`src/hw/rtl/ftr_pkg.sv`:
```
// ----------------------------------------------------------------------------
// ftr_pkg: shared types and constants for the framed transmit ring
// Beat structs, command struct, register indexes and the CRC-8 fold.
// ----------------------------------------------------------------------------
package ftr_pkg;

  // Ring size in bytes; the 11-bit count fields of out_item_t are sized for it
  localparam int unsigned RING_DEPTH = 1024;

  typedef enum logic [1:0] {
    OP_RAW     = 2'd0,
    OP_BEGIN   = 2'd1,
    OP_PAYLOAD = 2'd2,
    OP_DRAIN   = 2'd3
  } opcode_e;

  localparam int unsigned CFG_IDX_W  = 2;
  localparam int unsigned CFG_DATA_W = 8;

  localparam logic [CFG_IDX_W-1:0] CFG_ENABLE      = 2'd0;
  localparam logic [CFG_IDX_W-1:0] CFG_SYNC_FIRST  = 2'd1;
  localparam logic [CFG_IDX_W-1:0] CFG_SYNC_SECOND = 2'd2;
  localparam logic [CFG_IDX_W-1:0] CFG_MAX_PAYLOAD = 2'd3;

  localparam logic [7:0] SYNC_FIRST_RST  = 8'hAA;
  localparam logic [7:0] SYNC_SECOND_RST = 8'h55;
  localparam logic [7:0] MAX_PAYLOAD_RST = 8'hFF;

  localparam logic [8:0] FRAME_OVERHEAD = 9'd6;
  localparam logic [7:0] CRC_POLY       = 8'h07;
  localparam logic [7:0] CRC_TOP        = 8'h80;

  typedef struct packed {
    logic [1:0] opcode;
    logic [7:0] data_byte;
    logic [7:0] frame_id;
    logic [7:0] frame_length;
  } in_item_t;

  typedef struct packed {
    logic        accepted;
    logic        tx_valid;
    logic [7:0]  tx_byte;
    logic [10:0] pending_bytes;
    logic [10:0] free_bytes;
    logic [31:0] byte_drops;
    logic [31:0] frame_drop_count;
    logic [7:0]  last_sequence;
  } out_item_t;

  typedef struct packed {
    logic       enable;
    logic [7:0] sync_first;
    logic [7:0] sync_second;
    logic [7:0] max_payload;
  } cfg_t;

  // Classified command handed from the front to the back
  typedef struct packed {
    opcode_e    op;
    logic [7:0] data;
    logic [7:0] id;
    logic [7:0] len;
    logic [8:0] total;     // overhead plus payload
    logic       too_long;  // length above max_payload
  } cmd_t;

  function automatic logic [7:0] crc8_fold(input logic [7:0] crc, input logic [7:0] b);
    logic [7:0] c;
    c = crc ^ b;
    for (int i = 0; i < 8; i++) begin
      if ((c & CRC_TOP) != 8'd0) begin
        c = (c << 1) ^ CRC_POLY;
      end else begin
        c = c << 1;
      end
    end
    return c;
  endfunction

endpackage

```
`src/hw/rtl/ftr_front.sv`:
```
// ----------------------------------------------------------------------------
// ftr_front: input side of the transmit ring
// Decodes each input beat into a command and holds it in a two-entry queue.
// ----------------------------------------------------------------------------
module ftr_front import ftr_pkg::*; (
  input  logic       clk_i,
  input  logic       rst_ni,
  input  logic       push,
  output logic       full,
  input  in_item_t   in_i,
  input  logic [7:0] max_payload_i,
  output logic       cmd_valid_o,
  output cmd_t       cmd_o,
  input  logic       cmd_pop_i
);

  cmd_t       slot_q [2];
  logic       wp_q, rp_q;
  logic [1:0] cnt_q;
  cmd_t       cmd_new;
  logic       do_push;

  always_comb begin
    cmd_new.op       = opcode_e'(in_i.opcode);
    cmd_new.data     = in_i.data_byte;
    cmd_new.id       = in_i.frame_id;
    cmd_new.len      = in_i.frame_length;
    cmd_new.total    = FRAME_OVERHEAD + {1'b0, in_i.frame_length};
    cmd_new.too_long = in_i.frame_length > max_payload_i;
  end

  assign full        = (cnt_q == 2'd2);
  assign do_push     = push && !full;
  assign cmd_valid_o = (cnt_q != 2'd0);
  assign cmd_o       = slot_q[rp_q];

  always_ff @(posedge clk_i or negedge rst_ni) begin
    if (!rst_ni) begin
      wp_q  <= 1'b0;
      rp_q  <= 1'b0;
      cnt_q <= 2'd0;
    end else begin
      if (do_push) begin
        wp_q <= ~wp_q;
      end
      if (cmd_pop_i) begin
        rp_q <= ~rp_q;
      end
      cnt_q <= cnt_q + {1'b0, do_push} - {1'b0, cmd_pop_i};
    end
  end

  always_ff @(posedge clk_i) begin
    if (do_push) begin
      slot_q[wp_q] <= cmd_new;
    end
  end

endmodule

```
`config.mk`:
```
export PLATFORM = sky130hd
export DESIGN_NAME = ftr_front
export DESIGN_NICKNAME = d
export VERILOG_FILES = /design/src/hw/rtl/ftr_pkg.sv /design/src/hw/rtl/ftr_front.sv
export SDC_FILE = /design/constraint.sdc
export NUM_CORES = 1
export LEC_CHECK = 0
export ABC_CLOCK_PERIOD_IN_PS = 3300
export BUFFER_PORTS_ARGS = -buffer_cell sky130_fd_sc_hd__clkbuf_2
export CORE_ASPECT_RATIO = 1.2
export CORE_UTILIZATION = 45
export CTS_BUF_LIST = sky130_fd_sc_hd__clkbuf_4 sky130_fd_sc_hd__clkbuf_8
export DETAILED_ROUTE_END_ITERATION = 12
export GPL_ROUTABILITY_DRIVEN = 0
export HOLD_SLACK_MARGIN = 0.06
export PLACE_DENSITY = 0.69
export SYNTH_ARGS = -nofsm -noshare
export SYNTH_HDL_FRONTEND = slang
export SYNTH_SLANG_ARGS = --single-unit
export TNS_END_PERCENT = 5
```
`constraint.sdc`:
```
create_clock -name clk_i -period 3.3 [get_ports clk_i]
set_input_delay 0.33 -clock clk_i [delete_from_list [all_inputs] [get_ports clk_i]]
set_output_delay 0.33 -clock clk_i [all_outputs]
set_load 0.05 [all_outputs]
```
# Word level (Yosys, flattened, before mapping)
# Memory sizes are Yosys's and may differ from the RTL's.
# Cells that the tools add are included.
[totals]
out_inout_bits = 38
mem_count = 1
ram_bits = 72
reg_bits = 4
inputBits = 38
[classes]
eq_ne = 1
magnitude_cmp = 1
add_sub_neg = 3
bitwise_logic = 2
mux = 2
n_reduce_logical = 3
[memory_table]
columns = ["memory", "words", "width", "read_ports", "rd_clocked_by_memory_dff", "wr", "line", "text"]
rows = [
  ["slot_q", 2, 36, 1, 0, 1, "ftr_front.sv:17", "cmd_t slot_q [2];"],
]
[op_table]
columns = ["cell", "n"]
rows = [
  ["$add 3x8->9 const A", 1],
  ["$gt 8x8->1", 1],
  ["$add 2x1->2", 1],
  ["$eq 2x2->1 const B", 1],
  ["$mux 1", 2],
  ["$not 1->1", 2],
  ["$reduce_bool 2->1", 1],
  ["$sub 2x1->2", 1],
  ["$logic_and 1x1->1", 1],
  ["$logic_not 1->1", 1],
]

# Depth between registers and ports, before layout
[depth]
word_depth = 5
depth_mapped = 7
mapped_depth_nobuf = 7

# Worst setup path after synthesis
# Ideal clock, no wire load.
[synth_path]
path_type = "register -> register"
start = "reg cnt_q[1]"
end = "mem slot_q[0][0] (netlist name) (enable)"
t_required_ns = 2.873
path_buffers = 0
path_stages_with_launch = 4
arrival_ns = 2.067
setup_time_ns = 0.427
path_slack_ns = 0.806
cell_sequence = "dfrtp_1 -> nand2b_1 -> nand2_1 -> nor2_1"
[synth_between]
elab_chain_len = 5
[synth_lines]
columns = ["item", "line", "text"]
rows = [
  ["start: declaration", "ftr_front.sv:19", "logic [1:0] cnt_q;"],
  ["start signal: assignment", "ftr_front.sv:49", "cnt_q <= cnt_q + {1'b0, do_push} - {1'b0, cmd_pop_i};"],
  ["$eq 2x2->1", "ftr_front.sv:32", "assign full = (cnt_q == 2'd2);"],
  ["$logic_not 1->1", "ftr_front.sv:33", "assign do_push = push && !full;"],
  ["$logic_and 1x1->1", "ftr_front.sv:33", ""],
  ["$mux 1", "ftr_front.sv:54", "if (do_push) begin"],
  ["$mux 1 (implied by the code)", "ftr_front.sv:55", "slot_q[wp_q] <= cmd_new;"],
  ["end: declaration", "ftr_front.sv:17", ""],
]
# Every way passes these cells.

==> results.json <==
{
  "status": "completed",
  "yosys_warnings": 0,
  "hold_buffers": 1,
  "drt_iter0_markers": 48,
  "timing.rr.start": "cnt_q[1]",
  "syn_nets": 220,
  "grt_pass1_vias": 1701,
  "rsz0062_at_grt": "false",
  "fin_nets": 303,
  "ant_nets": 0,
  "routed_wl_um": 4870,
  "post_cts_resized": 0,
  "dr_total_vias": 1639,
  "die-height_um": 94.1,
  "initial_core_util": 0.467,
  "worst-path-max-fanout": 21,
  "port_buffers": 75,
  "grt_overflow": 0,
  "tns_ps": 0,
  "post-dp-hpwl_um": 3320,
  "die_area_mm2": 0.00741,
  "drtPass1Iterations": 4,
  "finalHoldWorstSlack_ps": 181,
  "ios": 76,
  "ys_seq_area_frac": 0.693,
  "ys_ff_latch": 74,
  "post-route-period-util": 0.724,
  "cts.path.max_buffers": 2,
  "insertion_delay_ps": 330,
  "ir_drop_uv": 487,
  "critical_path_required_ps": 2970,
  "maxSlewHeadroom": 0.333,
  "dr_wl_met2_um": 2430,
  "grtUsageTotal": 0.149,
  "htree_levels": 3,
  "nFillCells": 569,
  "slew_violations": 0,
  "layout-drive-gt1-share": 0.506,
  "cts_buffers": 9,
  "hold_viol": 0,
  "area_growth_pct": 22.0,
  "async_flop_share": 0.0541,
  "highest_layer": "met4",
  "power_frac_seq": 0.360,
  "wl_per_cell_um": 14.1,
  "wl_met3_um": 291,
  "fin_skew_ps": 4.10,
  "antenna_found_initial": 0,
  "setup-violations-final": 0,
  "power_frac_comb": 0.413,
  "crit_type": "reg2out",
  "power.net_switching_uw": 1550,
  "synth_largest_area_cell": "edfxtp_1",
  "post_cts_buffers": 0,
  "path_clk_slew_ps": 80,
  "p_leak_uw": 0.00164,
  "postSynthCellCount": 171,
  "min_path_type": "in2reg",
  "core_mm2": 0.00681,
  "clock-root-buffer": "clkbuf_8",
  "worst_slew_pin_slew_ps": 998,
  "startpoint": "rp_q",
  "clock-sinks": 74,
  "post-route-drc-count": 0,
  "layout.cells.non_filler": 346,
  "grt_max_degree": 36,
  "yosys-top-cells-area": "edfxtp_1, mux2_4, ha_1, dfrtp_1, mux2_2",
  "ys_types": 23,
  "swShare": 0.393,
  "routed_via_density": 4.74,
  "power.density_mw_per_mm2": 1020,
  "n_antenna_cell": 0,
  "cts_tree": "done",
  "synth_enable_flop_cells": 70,
  "fin_crit_ps": 2390,
  "startpoint_type": "register",
  "synth_top_area_frac": 0.661,
  "max_freq_mhz": 418,
  "fp-row-count": 33,
  "crit_arrival_ps": 2060,
  "maxCapViolCount": 0,
  "synth_area_per_cell_um2": 18.6,
  "grt_pass1_wl_um": 7980,
  "place_inst": 329,
  "synth_ff_type": "edfxtp_1",
  "synthesis.area_mm2": 0.00318,
  "clkPwrFrac": 0.227,
  "p_int_uw": 2390,
  "dieWidth_um": 78.7,
  "min_from": "in_i[17]",
  "crit_path_end_kind": "output port",
  "wl_met1_um": 2110
}
## routing by layer
metal,GRT usage,vias to the layer above
met5,0,-
met4,0.0741,0
met3,0.0495,4
met2,0.246,57
met1,0.174,770
li1,-,808
## cell usage in the layout (no fill, tap or decap), drive strengths merged, types with 2 or more instances in the layout
master and n:
bufinv 4, a21oi 4, xor2 3, clkbuf 84
nand4 3, dfrtp 4, nand2 3, nor2 4
mux2 35, ha 11, edfxtp 70, xnor2 6
inv 13, o21ai 3, clkinv 2
## state kept, by name (all words and copies together), names as in the netlist
name	count
wp_q	1
rp_q	1
cnt_q	2
slot_q	70
## synthesized netlist by cell type, types with 3 or more instances
cell type	number
a21oi_1	4
buf_12	3
dfrtp_1	4
edfxtp_1	70
ha_1	11
inv_1	13
mux2_2	6
mux2_4	29
nand2_1	3
nand4_1	3
nor2_1	4
o21ai_0	3
xnor2_1	6
xor2_1	3
## power by group through the flow
stage                     Sequential, uW  Clock [uW]  Combinational, uW
after CTS                           1420         917               1650
after global routing                1440         951               1720
final                               1420         894               1630
after global placement              1430           0               1640
after floorplan                     1360           0               1490
after detailed placement            1440           0               1650
## critical path: stages (launching register included)
cell	delay (ps)
dfrtp_2	750
buf_4	400
mux2_4	330
clkbuf_2	230
## cell families after synthesis
group                      share of synthesized area
adders and majority gates                     0.0433
muxes                                          0.158
and+or+nand+nor                               0.0220
DFF                                            0.693
AOI/OAI and AO/OA                             0.0189
xor gates and xnor gates                      0.0248
buffers and inverters                         0.0401
## final timing paths
check	endpoint	slack, ps	cells past startpoint
setup / recovery	cmd_o[24]	910	3
hold reg to reg	cnt_q[1]	510	1
hold / removal	slot_q[1][27]	180	1
min in group asynchronous	wp_q	340	2
setup reg to reg	slot_q[0][18]	1460	3
max in group asynchronous	rp_q	2820	2
## area by class of cell
class                           count  area, um^2  share of cell area
Sequential cell                    74        2200               0.568
Multi-Input combinational cell     79         858               0.221
Timing Repair Buffer               77         393               0.101
Clock inverter                      7         141              0.0365
Clock buffer                        9         124              0.0319
Tap cell                           87         109              0.0281
Inverter                           13        48.8              0.0126
## metrics by stage
| step | cell area [um^2] | worst slack, ps | utilization | power, uW |
|---|---|---|---|---|
| after detailed placement | 3600 | 1240 | 0.529 | 3090 |
| after CTS | 3880 | 855 | 0.569 | 3990 |
| final | 3880 | 911 | 0.569 | 3940 |
| after global placement | 3600 | 1240 | 0.529 | 3070 |
| after global routing | 3880 | 791 | 0.569 | 4110 |
| after floorplan | 3180 | 806 | - | 2860 |
Power figures use the tool's default switching activity.
